### src/design/slc_pkg.sv
// Shared types, codes and constants of the scalar literal classifier.
package slc_pkg;

  localparam int unsigned CHAR_W  = 8;
  localparam int unsigned INT_W   = 64;
  localparam int unsigned KIND_W  = 2;
  localparam int unsigned TDATA_W = 72;
  localparam int unsigned MAG_W   = INT_W;
  localparam int unsigned ACC_W   = INT_W + 4;

  localparam logic [CHAR_W-1:0] CH_NUL   = 8'h00;
  localparam logic [CHAR_W-1:0] CH_PLUS  = 8'h2B;
  localparam logic [CHAR_W-1:0] CH_MINUS = 8'h2D;
  localparam logic [CHAR_W-1:0] CH_POINT = 8'h2E;
  localparam logic [CHAR_W-1:0] CH_ZERO  = 8'h30;
  localparam logic [CHAR_W-1:0] CH_NINE  = 8'h39;
  localparam logic [CHAR_W-1:0] CH_UP_E  = 8'h45;
  localparam logic [CHAR_W-1:0] CH_LO_A  = 8'h61;
  localparam logic [CHAR_W-1:0] CH_LO_E  = 8'h65;
  localparam logic [CHAR_W-1:0] CH_LO_F  = 8'h66;
  localparam logic [CHAR_W-1:0] CH_LO_L  = 8'h6C;
  localparam logic [CHAR_W-1:0] CH_LO_R  = 8'h72;
  localparam logic [CHAR_W-1:0] CH_LO_S  = 8'h73;
  localparam logic [CHAR_W-1:0] CH_LO_T  = 8'h74;
  localparam logic [CHAR_W-1:0] CH_LO_U  = 8'h75;

  // 2^63 in the accumulator width: largest magnitude kept.
  localparam logic [ACC_W-1:0] ACC_LIMIT = ACC_W'(1) << (INT_W - 1);

  localparam logic STATUS_OK       = 1'b0;
  localparam logic STATUS_INT_OVFL = 1'b1;

  typedef enum logic [KIND_W-1:0] {
    KIND_TEXT    = 2'd0,
    KIND_BOOLEAN = 2'd1,
    KIND_INTEGER = 2'd2,
    KIND_DECIMAL = 2'd3
  } kind_t;

  typedef enum logic [3:0] {
    G_START    = 4'd0,
    G_SIGN     = 4'd1,
    G_INT      = 4'd2,
    G_POINT_D  = 4'd3,
    G_POINT    = 4'd4,
    G_FRAC     = 4'd5,
    G_EXP      = 4'd6,
    G_EXP_SIGN = 4'd7,
    G_EXP_DIG  = 4'd8,
    G_REJECT   = 4'd9
  } gram_state_t;

  typedef enum logic [3:0] {
    W_START = 4'd0,
    W_T     = 4'd1,
    W_TR    = 4'd2,
    W_TRU   = 4'd3,
    W_TRUE  = 4'd4,
    W_F     = 4'd5,
    W_FA    = 4'd6,
    W_FAL   = 4'd7,
    W_FALS  = 4'd8,
    W_FALSE = 4'd9,
    W_DEAD  = 4'd15
  } word_state_t;

  typedef struct packed {
    kind_t             kind;
    logic              flag_value;
    logic [INT_W-1:0]  int_value;
    logic              status;
  } result_t;

endpackage

### src/design/scalar_literal_classifier.sv
// Top level of the scalar literal classifier: stream ports, input and result registers.
// The block reads a scalar value one byte per transaction, ended by a zero byte, and on
// that terminator sends one result transaction classifying it: boolean for exactly
// "true" or "false", integer for an optionally signed digit string (value in two's
// complement, status flags a value outside the signed 64-bit range, which then reads
// as text), decimal for digits with a fraction and/or exponent, text otherwise. A byte
// is accepted every cycle unless a terminator waits in the input register: it lands in an
// input register and then updates the recognizer state, and a terminator's result is written
// to the result register once that register is free. Throughput is one byte per cycle while no
// terminator waits; the multiply-by-ten accumulate of the integer magnitude is combinational.
// Only a stalled result register holds back a terminator, which then blocks further bytes.
module scalar_literal_classifier (
  input  logic                          clk,
  input  logic                          rst_n,
  // input channel
  input  logic                          in_tvalid,
  output logic                          in_tready,
  input  logic [slc_pkg::CHAR_W-1:0]    in_tdata,   // [7:0] character
  // result channel
  output logic                          out_tvalid,
  input  logic                          out_tready,
  output logic [slc_pkg::TDATA_W-1:0]   out_tdata,  // [0] flag_value, [64:1] int_value,
                                                    // [65] status, [71:66] zero
  output logic [slc_pkg::KIND_W-1:0]    out_tuser   // [1:0] kind
);

  logic [slc_pkg::CHAR_W-1:0] char_r;
  logic                       char_vld_r, char_vld_nxt;
  logic                       out_vld_r, out_vld_nxt;
  slc_pkg::result_t           res_r;
  slc_pkg::result_t           res_calc;
  logic                       out_free, step, emit, in_acc;

  // A terminator may only advance when the result register can take its result
  assign out_free  = !out_vld_r || out_tready;
  assign step      = char_vld_r && ((char_r != slc_pkg::CH_NUL) || out_free);
  assign emit      = step && (char_r == slc_pkg::CH_NUL);
  assign in_tready = !char_vld_r || step;
  assign in_acc    = in_tvalid && in_tready;

  always_comb begin
    char_vld_nxt = char_vld_r;
    if (in_acc) char_vld_nxt = 1'b1;
    else if (step) char_vld_nxt = 1'b0;
  end

  always_comb begin
    out_vld_nxt = out_vld_r;
    if (emit) out_vld_nxt = 1'b1;
    else if (out_tready) out_vld_nxt = 1'b0;
  end

  slc_parse u_parse (
    .clk    (clk),
    .rst_n  (rst_n),
    .step_i (step),
    .char_i (char_r),
    .res_o  (res_calc)
  );

  // Control state
  always_ff @(posedge clk) begin
    if (!rst_n) begin
      char_vld_r <= 1'b0;
      out_vld_r  <= 1'b0;
    end else begin
      char_vld_r <= char_vld_nxt;
      out_vld_r  <= out_vld_nxt;
    end
  end

  // Payload: capture the byte on accept, hold the result until taken
  always_ff @(posedge clk) begin
    if (in_acc) char_r <= in_tdata;
    if (emit) res_r <= res_calc;
  end

  assign out_tvalid = out_vld_r;
  assign out_tuser  = res_r.kind;
  assign out_tdata  = {6'b0, res_r.status, res_r.int_value, res_r.flag_value};

endmodule

### src/design/slc_parse.sv
// Keyword matcher, decimal grammar recognizer and integer accumulator.
module slc_parse (
  input  logic                         clk,
  input  logic                         rst_n,
  input  logic                         step_i,
  input  logic [slc_pkg::CHAR_W-1:0]   char_i,
  output slc_pkg::result_t             res_o
);

  slc_pkg::gram_state_t        gram_r, gram_nxt;
  slc_pkg::word_state_t        word_r, word_nxt;
  logic                        neg_r, neg_nxt;
  logic [slc_pkg::MAG_W-1:0]   mag_r, mag_nxt;
  logic                        ovfl_r, ovfl_nxt;

  logic                        is_digit, is_sign, is_exp, is_point, is_end;
  logic                        acc_en;
  logic [slc_pkg::ACC_W-1:0]   acc_sum;

  assign is_digit = (char_i >= slc_pkg::CH_ZERO) && (char_i <= slc_pkg::CH_NINE);
  assign is_sign  = (char_i == slc_pkg::CH_PLUS) || (char_i == slc_pkg::CH_MINUS);
  assign is_exp   = (char_i == slc_pkg::CH_LO_E) || (char_i == slc_pkg::CH_UP_E);
  assign is_point = (char_i == slc_pkg::CH_POINT);
  assign is_end   = (char_i == slc_pkg::CH_NUL);

  // 10*m + d as (m << 3) + (m << 1) + d; never wraps since m <= 2^63
  assign acc_sum = ({4'b0, mag_r} << 3) + ({4'b0, mag_r} << 1)
                 + {{(slc_pkg::ACC_W-4){1'b0}}, char_i[3:0]};

  // Keyword matcher
  always_comb begin
    unique case (word_r)
      slc_pkg::W_START: begin
        if (char_i == slc_pkg::CH_LO_T) word_nxt = slc_pkg::W_T;
        else if (char_i == slc_pkg::CH_LO_F) word_nxt = slc_pkg::W_F;
        else word_nxt = slc_pkg::W_DEAD;
      end
      slc_pkg::W_T:    word_nxt = (char_i == slc_pkg::CH_LO_R) ? slc_pkg::W_TR : slc_pkg::W_DEAD;
      slc_pkg::W_TR:   word_nxt = (char_i == slc_pkg::CH_LO_U) ? slc_pkg::W_TRU : slc_pkg::W_DEAD;
      slc_pkg::W_TRU:  word_nxt = (char_i == slc_pkg::CH_LO_E) ? slc_pkg::W_TRUE : slc_pkg::W_DEAD;
      slc_pkg::W_F:    word_nxt = (char_i == slc_pkg::CH_LO_A) ? slc_pkg::W_FA : slc_pkg::W_DEAD;
      slc_pkg::W_FA:   word_nxt = (char_i == slc_pkg::CH_LO_L) ? slc_pkg::W_FAL : slc_pkg::W_DEAD;
      slc_pkg::W_FAL:  word_nxt = (char_i == slc_pkg::CH_LO_S) ? slc_pkg::W_FALS : slc_pkg::W_DEAD;
      slc_pkg::W_FALS: word_nxt = (char_i == slc_pkg::CH_LO_E) ? slc_pkg::W_FALSE : slc_pkg::W_DEAD;
      default:         word_nxt = slc_pkg::W_DEAD;
    endcase
  end

  // Grammar recognizer; a digit of a plain optionally signed digit string feeds the accumulator
  always_comb begin
    neg_nxt = neg_r;
    acc_en  = 1'b0;
    unique case (gram_r)
      slc_pkg::G_START, slc_pkg::G_SIGN: begin
        if (gram_r == slc_pkg::G_START && is_sign) begin
          neg_nxt  = (char_i == slc_pkg::CH_MINUS);
          gram_nxt = slc_pkg::G_SIGN;
        end else if (is_digit) begin
          acc_en   = 1'b1;
          gram_nxt = slc_pkg::G_INT;
        end else begin
          gram_nxt = is_point ? slc_pkg::G_POINT : slc_pkg::G_REJECT;
        end
      end
      slc_pkg::G_INT: begin
        if (is_digit) begin
          acc_en   = 1'b1;
          gram_nxt = slc_pkg::G_INT;
        end else if (is_point) begin
          gram_nxt = slc_pkg::G_POINT_D;
        end else begin
          gram_nxt = is_exp ? slc_pkg::G_EXP : slc_pkg::G_REJECT;
        end
      end
      slc_pkg::G_POINT_D, slc_pkg::G_FRAC: begin
        if (is_digit) gram_nxt = slc_pkg::G_FRAC;
        else gram_nxt = is_exp ? slc_pkg::G_EXP : slc_pkg::G_REJECT;
      end
      slc_pkg::G_POINT:
        gram_nxt = is_digit ? slc_pkg::G_FRAC : slc_pkg::G_REJECT;
      slc_pkg::G_EXP: begin
        if (is_sign) gram_nxt = slc_pkg::G_EXP_SIGN;
        else gram_nxt = is_digit ? slc_pkg::G_EXP_DIG : slc_pkg::G_REJECT;
      end
      slc_pkg::G_EXP_SIGN, slc_pkg::G_EXP_DIG:
        gram_nxt = is_digit ? slc_pkg::G_EXP_DIG : slc_pkg::G_REJECT;
      default:
        gram_nxt = slc_pkg::G_REJECT;
    endcase
  end

  // Accumulate; the overflow flag is sticky and freezes the magnitude
  always_comb begin
    mag_nxt  = mag_r;
    ovfl_nxt = ovfl_r;
    if (acc_en && !ovfl_r) begin
      if (acc_sum > slc_pkg::ACC_LIMIT) ovfl_nxt = 1'b1;
      else mag_nxt = acc_sum[slc_pkg::MAG_W-1:0];
    end
  end

  // Result, meaningful when the terminator is presented
  always_comb begin
    res_o.kind       = slc_pkg::KIND_TEXT;
    res_o.flag_value = 1'b0;
    res_o.int_value  = '0;
    res_o.status     = slc_pkg::STATUS_OK;
    if (word_r == slc_pkg::W_TRUE) begin
      res_o.kind       = slc_pkg::KIND_BOOLEAN;
      res_o.flag_value = 1'b1;
    end else if (word_r == slc_pkg::W_FALSE) begin
      res_o.kind = slc_pkg::KIND_BOOLEAN;
    end else if (gram_r == slc_pkg::G_INT) begin
      if (ovfl_r || (!neg_r && mag_r[slc_pkg::MAG_W-1])) begin
        res_o.status = slc_pkg::STATUS_INT_OVFL;
      end else begin
        res_o.kind      = slc_pkg::KIND_INTEGER;
        res_o.int_value = neg_r ? (slc_pkg::MAG_W'(0) - mag_r) : mag_r;
      end
    end else if (gram_r == slc_pkg::G_POINT_D || gram_r == slc_pkg::G_FRAC ||
                 gram_r == slc_pkg::G_EXP_DIG) begin
      res_o.kind = slc_pkg::KIND_DECIMAL;
    end
  end

  always_ff @(posedge clk) begin
    if (!rst_n || (step_i && is_end)) begin
      gram_r <= slc_pkg::G_START;
      word_r <= slc_pkg::W_START;
      neg_r  <= 1'b0;
      mag_r  <= '0;
      ovfl_r <= 1'b0;
    end else if (step_i) begin
      gram_r <= gram_nxt;
      word_r <= word_nxt;
      neg_r  <= neg_nxt;
      mag_r  <= mag_nxt;
      ovfl_r <= ovfl_nxt;
    end
  end

endmodule

### config.mk
export PLATFORM = sky130hd
export DESIGN_NAME = scalar_literal_classifier
export DESIGN_NICKNAME = d
export VERILOG_FILES = /design/src/design/slc_pkg.sv /design/src/design/scalar_literal_classifier.sv /design/src/design/slc_parse.sv
export SDC_FILE = /design/constraint.sdc
export NUM_CORES = 1
export LEC_CHECK = 0
export BUFFER_PORTS_ARGS = -buffer_cell sky130_fd_sc_hd__buf_2
export CAP_MARGIN = 30
export CORE_MARGIN = 3
export CORE_UTILIZATION = 56
export CTS_CLUSTER_DIAMETER = 120
export DETAILED_ROUTE_END_ITERATION = 16
export PLACE_DENSITY = 0.77
export SYNTH_ARGS = -nofsm -noshare
export SYNTH_HDL_FRONTEND = slang
export SYNTH_HIERARCHICAL = 1
export SYNTH_SLANG_ARGS = --single-unit
### constraint.sdc
create_clock -name clk -period 5.75 [get_ports clk]
set_clock_uncertainty 0.1 [all_clocks]
set_input_delay 0.8625 -clock clk [delete_from_list [all_inputs] [get_ports clk]]
set_output_delay 0.8625 -clock clk [all_outputs]
set_load 0.03 [all_outputs]
==> results of run 1 <==
[power breakdown]
part           internal [mW]  switching (mW)  leakage (nW)
Combinational         0.0320          0.0647          4.37
Clock                  0.647           0.448         0.287
Sequential              1.14          0.0198          1.23
Total                   1.82           0.533          5.89
[layer usage]
layer	GRT usage [%]	part of all wire, %
met1	48.7	46
met2	47.4	42
met3	4.43	10
met4	8.60	2.1
met5	0	0
[final cells by class]
| type | count | area share (%) |
|---|---|---|
| clock buffer | 21 | 3.39 |
| timing repair buffer | 108 | 4.36 |
| sequential | 152 | 26.8 |
| inverter | 33 | 0.873 |
| multi-input combinational | 1294 | 61.3 |
| clock inverter | 11 | 0.767 |
| tap | 285 | 2.51 |
[worst paths after layout]
kind / depth (start not counted) / slack, ns / endpoint / startpoint
max: 19 / 0.30 / u_parse/mag_r[15] / u_parse/mag_r[0]
min: 2 / 0.41 / u_parse/ovfl_r / u_parse/ovfl_r
max reg2reg: 19 / 0.30 / u_parse/mag_r[15] / u_parse/mag_r[0]
min reg2reg: 2 / 0.41 / u_parse/ovfl_r / u_parse/ovfl_r
[placed cells by master, fill, tap and decap left out, drive strengths merged, types with 75 or more instances in the layout]
master / n
a21oi: 123
buf: 108
dfxtp: 76
edfxtp: 76
ha: 128
nand2: 127
nor2: 172
o21ai: 105
xor2: 75
[per-stage QoR]
step / area, um^2 / std cells / hold slack, ns / total power [mW] / utilization (%)
2_1_floorplan: 13000 / 1570 / 0.365 / 1.25 / -
3_3_place_gp: 13600 / 1870 / 0.376 / 1.27 / 59.7
3_5_place_dp: 13600 / 1871 / 0.393 / 1.27 / 59.7
4_1_cts: 14200 / 1903 / 0.398 / 2.35 / 62.3
5_1_grt: 14200 / 1904 / 0.443 / 2.42 / 62.5
6_report: 14200 / 1904 / 0.408 / 2.35 / 62.5
[registers in the layout, indices dropped and copies added (netlist names), 2 cells and up]
signal	cells
u_parse/mag_r	64
u_parse/word_r	4
u_parse/gram_r	4
out_tuser	2
char_r	8
out_tdata	66
[repair_timing]
| item | in CTS | in global routing |
|---|---|---|
| setup buffers | 0 | 0 |
| setup endpoints to repair | 0 | 64 |
| gates resized for setup | 0 | 5 |
| endpoints found under the hold margin | 0 | 0 |
[synthesized netlist by cell type, types with 46 or more instances]
master,instances,area [um^2]
xor2_1,75,657
a21oi_1,121,606
clkbuf_1,65,244
edfxtp_1,76,2280
ha_1,128,1600
o21ai_0,83,415
nand2_1,126,473
nor2_1,172,646
nor3_1,51,255
a22o_1,46,403
dfxtp_1,76,1520
nand4_1,52,325
[worst reg2reg max path, cell delays in order (launching register included)]
cell       delay [ns]
dfxtp_1          0.39
inv_1            0.11
fa_1             0.59
inv_1            0.06
ha_1             0.31
a21oi_1          0.14
nor3b_1          0.10
buf_4            0.15
o21a_1           0.19
o2111ai_1        0.60
nand2_2          0.14
or3_1            0.39
a2111o_1         0.43
nor4_1           0.33
nand4_1          0.21
o31ai_1          0.32
buf_4            0.18
a21oi_4          0.05
buf_4            0.26
a22o_1           0.30
[logic make-up after synthesis]
logic type               synth area share [%]
flip-flops                               29.3
other                                  0.0288
AO/OA/AOI/OAI                            24.7
adder cells (fa/ha/maj)                  12.6
AND/OR/NAND/NOR                          21.8
multiplexers                            0.395
XOR/XNOR                                 6.94
buffers and inverters                    4.26
==> run_results.csv, run 1 <==
group,metric,value,unit
status,status,"finished, final reports clean",
placed_design,dp_hpwl,32.7,mm
grt,grt_use_total,32.0,%
power_and_ir_drop,power_density,166,mW/mm^2
power_and_ir_drop,p_leak,5.89,nW
run,drv_cap,0,
die,io_pins,88,
yosys,yosys_register_bits,152,
clocking,cts-buffers-inserted,17,
clocking,cts.sinks,152,
die,start_util,57.2,%
die,core_area,0.0227,mm^2
route,wirelength,41.1,mm
yosys,yosysWarnings,6,
grt,grt_pass1_wl,63.2,mm
timing,hold_viol_final,0,
route,wl_per_cell,21.6,um
worst_setup_path,crit_family,"compound AO/OA/AOI/OAI gates",
power_and_ir_drop,ir_drop,0.000166,V
timing,period_minus_slack,5.45,ns
yosys,synth_enable_flop_cells,76,
grt,grt_pass1_vias,11400,
layout,multi_input_area,0.00869,mm^2
worst_setup_path,cpPeakStageDelay,0.60,ns
clocking,clockBufferDepth,2,
layout,regArea,0.00381,mm^2
yosys,synthesis.area,0.0130,mm^2
timing,setup_violations,0,
grt,grt_overflow,0,
worst_setup_path,crit_fanout,35,
clocking,postCtsHoldBufs,0,
worst_setup_path,slowest_stage,"o2111ai_1",
route,postRouteAntennaNets,0,
worst_setup_path,cp-start-kind,"register",
worst_setup_path,path_buf_inv,5,
layout,drive_gt1_share,10.4,%
die,row_count,55,
layout,nFillCells,2002,
timing,max_slew_margin,39.8,%
timing,fin_ws,0.303,ns
clocking,path_clk_slew,0.06,ns
hold_path,timing.hold.worst.class,"register to register",
yosys,syn_avg_cell_area,8.31,um^2
worst_setup_path,crit_path_cell_trace,"inv_1 > fa_1 > inv_1 > ha_1 > a21oi_1 > nor3b_1 > buf_4 > o21a_1 > o2111ai_1 > nand2_2 > or3_1 > a2111o_1 > nor4_1 > nand4_1 > o31ai_1 > buf_4 > a21oi_4 > buf_4 > a22o_1",
route,drt_iter0_drc,1576,
layout,syn_to_final_growth,9.12,%
layout,nets,1748,
clocking,cts_tree,"done",
clocking,h-tree-depth,4,
clocking,clk_latency,0.43,ns
yosys,netlist_instances,1565,
timing,timing.final.crit_share,94.7,%
die,die_w,158,um
yosys,synth_flop_cell,"edfxtp_1",
die,die_h,158,um
route,drc,0,
worst_setup_path,end_kind,"register",
timing,fin_setup_tns,0,ns
die,die_area,0.0251,mm^2
placed_design,post-place-ws,0.207,ns
route,viasPerCell,6.71,
grt,grt_max_degree,69,
timing,fmax,184,MHz
worst_setup_path,cp.arrival,5.66,ns
route,vias,12800,
timing,rsz0062_at_grt,"no",
yosys,ys_types,92,
grt,antenna_found_initial,0,
worst_setup_path,worstSetupPathType,"register to register",
layout,insertedDiodeCount,0,
clocking,clockRootBuffer,"clkbuf_16",
yosys,async_flop_share,0,%
timing,slew_viol_final,0,
worst_setup_path,crit_top_cell,"buf_4",
placed_design,io_buffers,81,
timing,tightest_slew,0.891,ns
placed_design,place_congestion,1.10,
worst_setup_path,critPathRequiredTime,5.97,ns
yosys,ys_seq_area_share,29.3,%
route,firstDrtPassIters,6,
Note: power is estimated with default switching activity, not from simulation.
==> run 2, diff against run 1 <==
==> constraint.sdc (replaced) <==
create_clock -name clk -period 5.63 [get_ports clk]
set_clock_uncertainty 0.1 [all_clocks]
set_input_delay 0.8445 -clock clk [delete_from_list [all_inputs] [get_ports clk]]
set_output_delay 0.8445 -clock clk [all_outputs]
set_load 0.03 [all_outputs]
==> run 2 against run 1 <==
Count of clock-buffer cells in the layout increased by 1. Wire length increased by 1.4%. Final area is 0.99% higher. Critical path depth down 2. Largest power group unchanged. Cell count grew 0.68%. Non-clock buffer count up 13. Sequential power barely moved. Clock power grew 5%. Critical endpoint is now u_parse/mag_r[56]. Core utilization grew 0.62 points.
==> run_results.csv, run 2 (synthesized netlist as in run 1, its figures left out) <==
group,metric,value,unit
timing,fin_setup_tns,0,ns
route,viasPerCell,6.70,
layout,layout_common_cells,"nor2_1 (172), ha_1 (128), nand2_1 (126)",
worst_setup_path,cp-start-kind,"register",
layout,multi_input_area,0.00870,mm^2
status,status,"finished, final reports clean",
grt,grt_use_total,32.3,%
worst_setup_path,crit_fanout,31,
timing,rsz0062_at_grt,"no",
layout,regArea,0.00380,mm^2
worst_setup_path,cpPeakStageDelay,0.68,ns
layout,drive_gt1_share,10.8,%
worst_setup_path,cp.arrival,5.56,ns
timing,timing.final.crit_share,95.1,%
layout,instances_no_fill,1917,
timing,tightest_slew,1.04,ns
placed_design,dp_hpwl,33.3,mm
die,start_util,57.2,%
die,die_w,158,um
clocking,postCtsHoldBufs,0,
layout,insertedDiodeCount,0,
worst_setup_path,crit_top_cell,"o211ai_1",
die,core_area,0.0227,mm^2
die,io_pins,88,
timing,hold_viol_final,0,
timing,period_minus_slack,5.36,ns
timing,slew_viol_final,0,
route,wl_per_cell,21.8,um
layout,largest_reg_flops,66,
clocking,h-tree-depth,4,
clocking,clk_latency,0.42,ns
route,drt_iter0_drc,1738,
grt,grt_pass1_vias,11400,
layout,nFillCells,1969,
route,vias,12800,
die,row_count,55,
timing,fmax,187,MHz
power_and_ir_drop,p_leak,5.97,nW
worst_setup_path,end_kind,"register",
die,die_h,158,um
clocking,clockBufferDepth,2,
grt,antenna_found_initial,0,
worst_setup_path,critPathRequiredTime,5.83,ns
clocking,cts_tree,"done",
placed_design,dpl.cell_count,1885,
layout,final_common_cell,"nor2_1",
placed_design,io_buffers,81,
power_and_ir_drop,ir_drop,0.000153,V
placed_design,dpl-instance-area,0.0137,mm^2
hold_path,timing.hold.worst.class,"register to register",
route,postRouteAntennaNets,0,
route,wirelength,41.7,mm
clocking,path_clk_slew,0.06,ns
layout,syn_to_final_growth,10.2,%
power_and_ir_drop,power_density,169,mW/mm^2
timing,max_slew_margin,30.0,%
grt,grt_overflow,0,
clocking,clockRootBuffer,"clkbuf_16",
grt,grt_max_degree,64,
clocking,cts.sinks,152,
run,drv_cap,0,
die,die_area,0.0251,mm^2
worst_setup_path,slowest_stage,"a211oi_1",
worst_setup_path,crit_path_cell_trace,"inv_1 > fa_1 > inv_1 > ha_1 > a21oi_1 > nor3b_1 > o211ai_1 > a211oi_1 > o211ai_1 > o211ai_1 > nand3_1 > mux2i_1 > or3b_1 > nor2_1 > a21oi_4 > buf_12 > a22o_1",
route,drc,0,
worst_setup_path,worstSetupPathType,"register to register",
layout,nets,1761,
grt,grt_pass1_wl,63.5,mm
timing,setup_violations,0,
placed_design,place_congestion,1.02,
clocking,cts-buffers-inserted,17,
route,firstDrtPassIters,8,
layout,stdcell_area,0.0143,mm^2
==> run 2: layout make-up <==
type	instances	share of cell area (%)
clock buffers	22	3.41
clock inverters	10	0.690
inverters	33	0.865
multi-input cells	1294	60.7
flip-flops and latches	152	26.6
well taps	285	2.49
repair buffers	121	5.28
==> run 2: critical path: cells and delay by family, from the launching register on <==
family          cells  cell delay (ns)
flops               1             0.40
simple gates        4             1.33
fa+ha+maj           2             0.90
mux                 1             0.16
compound gates      7             1.95
buf+inv             3             0.39
==> run 2: final timing paths <==
kind                                       start                end  slack (ns)  depth (start not counted)
worst max-delay path            u_parse/mag_r[0]  u_parse/mag_r[56]        0.27                         17
worst min-delay path              u_parse/ovfl_r     u_parse/ovfl_r        0.41                          2
worst max register to register  u_parse/mag_r[0]  u_parse/mag_r[56]        0.27                         17
worst min register to register    u_parse/ovfl_r     u_parse/ovfl_r        0.41                          2
==> run 2: layer usage <==
layer	GRT usage, %	up-vias	wire length, um
li1	-	6021	-
met1	47.0	5984	18400
met2	48.1	749	17600
met3	7.18	94	4610
met4	9.05	0	1130
met5	0	-	0
==> run 2: stage by stage <==
step / utilization (%) / hold slack, ns / total power [mW] / setup WS, ns
2_1_floorplan: - / 0.365 / 1.28 / 0.643
3_3_place_gp: 60.4 / 0.387 / 1.30 / 0.250
3_5_place_dp: 60.4 / 0.399 / 1.31 / 0.327
4_1_cts: 63.0 / 0.407 / 2.43 / 0.245
5_1_grt: 63.1 / 0.440 / 2.48 / 0.00376
6_report: 63.1 / 0.406 / 2.42 / 0.275
==> run 2: power by group <==
group          total [mW]  switching (mW)  internal (mW)
combinational       0.105          0.0694         0.0358
clock                1.14           0.464          0.672
sequential           1.18          0.0200           1.16
total                2.42           0.554           1.87
==> run 2: repair_timing <==
item	in CTS	in global routing
endpoints found under the setup margin	0	64
setup buffers	0	0
gates resized for setup	0	3
==> run 3, diff against run 2 <==
--- a/config.mk
+++ b/config.mk
@@ -11,6 +11,7 @@
 export CORE_UTILIZATION = 56
 export CTS_CLUSTER_DIAMETER = 120
 export DETAILED_ROUTE_END_ITERATION = 16
+export MAX_ROUTING_LAYER = met4
 export PLACE_DENSITY = 0.77
 export SYNTH_ARGS = -nofsm -noshare
 export SYNTH_HDL_FRONTEND = slang
==> run 3 against run 2 <==
Cell count fell by 0.47%. Final area shrank 0.52%. Critical path type unchanged. Die area unchanged. Highest routed layer unchanged. Register-to-register slack better by 0.03 ns. Largest cell class unchanged. Sequential power barely moved.
==> run_results.csv, run 3 (synthesized netlist as in run 1, its figures left out) <==
group,metric,value,unit
status,status,"finished, final reports clean",
timing,timing.final.crit_share,94.6,%
timing,rsz0062_at_grt,"no",
route,drt_iter0_drc,1408,
timing,fmax,188,MHz
clocking,clockRootBuffer,"clkbuf_16",
layout,insertedDiodeCount,0,
die,die_w,158,um
placed_design,dp_hpwl,32.9,mm
layout,final_common_cell,"nor2_1",
run,drv_cap,0,
timing,setup_violations,0,
hold_path,timing.hold.worst.class,"register to register",
clocking,cts.sinks,152,
clocking,postCtsHoldBufs,0,
clocking,post_cts_buffers,0,
die,start_util,57.2,%
worst_setup_path,critPathRequiredTime,5.91,ns
clocking,path_clk_slew,0.06,ns
grt,antenna_found_initial,0,
route,vias,12700,
timing,period_minus_slack,5.32,ns
route,wl_per_cell,21.7,um
route,drc,0,
worst_setup_path,worstSetupPathType,"register to register",
worst_setup_path,cp-start-kind,"register",
grt,grt_util_met2,47.9,%
placed_design,place_congestion,1.06,
worst_setup_path,cpPeakStageDelay,0.51,ns
clocking,clk_latency,0.43,ns
die,die_area,0.0251,mm^2
grt,grt_pass1_wl,63.2,mm
placed_design,post-place-ws,0.347,ns
route,postRouteAntennaNets,0,
grt,grt_use_total,33.2,%
layout,largest_reg_flops,66,
clocking,clockBufferDepth,2,
clocking,cts_tree,"done",
route,firstDrtPassIters,6,
grt,grt_overflow,0,
route,wirelength,41.3,mm
power_and_ir_drop,ir_drop,0.000157,V
worst_setup_path,cp.arrival,5.60,ns
clocking,cts-buffers-inserted,17,
placed_design,io_buffers,81,
die,row_count,55,
die,io_pins,88,
grt,grt_pass1_vias,11400,
worst_setup_path,slowest_stage,"fa_1",
layout,nets,1752,
timing,hold_viol_final,0,
power_and_ir_drop,p_leak,5.90,nW
layout,drive_gt1_share,10.4,%
timing,slew_viol_final,0,
worst_setup_path,end_kind,"register",
worst_setup_path,crit_fanout,18,
power_and_ir_drop,totalPowerFinal,2.42,mW
timing,tightest_slew,1.05,ns
layout,syn_to_final_growth,9.62,%
die,die_h,158,um
clocking,cts_resized,0,
route,viasPerCell,6.67,
clocking,h-tree-depth,4,
die,core_area,0.0227,mm^2
grt,top_usage_layer,"met2",
worst_setup_path,path_buf_inv,2,
grt,use_met1,47.8,%
timing,fin_setup_tns,0,ns
grt,grt_max_degree,64,
timing,fin_ws,0.307,ns
worst_setup_path,crit_family,"compound AO/OA/AOI/OAI gates",
layout,layout_common_cells,"nor2_1 (172), ha_1 (128), nand2_1 (126)",
grt,use_met3,6.22,%
power_and_ir_drop,power_density,170,mW/mm^2
timing,max_slew_margin,29.2,%
worst_setup_path,crit_path_cell_trace,"inv_1 > fa_1 > fa_1 > nand2b_1 > a211o_1 > a2111oi_2 > nor2_1 > a2111oi_0 > a31o_1 > o2111ai_1 > nor4_1 > nand4_1 > o31a_1 > buf_4 > nor4_1 > a21o_1",
[run 3: routing by layer]
metal	vias up	share of wire, %
li1	5995	-
met1	5961	46
met4	0	2.6
met2	684	42
met3	87	9.8
met5	-	0
[run 3: layout make-up]
type | count | area [um^2]
clock buffers | 18 | 429
clock inverters | 14 | 158
fillers | 2020 | 8460
inverters | 33 | 124
multi-input cells | 1294 | 8690
flip-flops and latches | 152 | 3800
well taps | 285 | 357
repair buffers | 112 | 688
[run 3: final timing paths]
path | start | to | slack (ns) | cells past startpoint
hold reg to reg | u_parse/ovfl_r | u_parse/ovfl_r | 0.40 | 2
hold / removal | u_parse/ovfl_r | u_parse/ovfl_r | 0.40 | 2
setup / recovery | u_parse/mag_r[2] | u_parse/mag_r[16] | 0.31 | 16
setup reg to reg | u_parse/mag_r[2] | u_parse/mag_r[16] | 0.31 | 16
[run 3: tightest hold or removal path, delay by kind of cell, from the launching register on]
family | cells | cell delay (ns)
AO/OA/AOI/OAI | 1 | 0.06
flip-flops | 1 | 0.31
buffers and inverters | 1 | 0.08
[run 3: stage by stage]
step,instances,hold slack (ns),util (%),area [um^2]
final,1908,0.405,62.8,14300
after floorplan,1570,0.365,-,13000
after CTS,1908,0.397,62.7,14200
after detailed placement,1876,0.391,60.1,13700
after global routing,1908,0.442,62.8,14300
after global placement,1876,0.378,60.1,13700
[run 3: report_power, final]
group | internal (mW) | total, mW | switching [mW] | leakage (nW)
registers | 1.16 | 1.18 | 0.0191 | 1.23
logic | 0.0356 | 0.103 | 0.0673 | 4.40
clock network | 0.690 | 1.13 | 0.444 | 0.271
total | 1.89 | 2.42 | 0.530 | 5.90
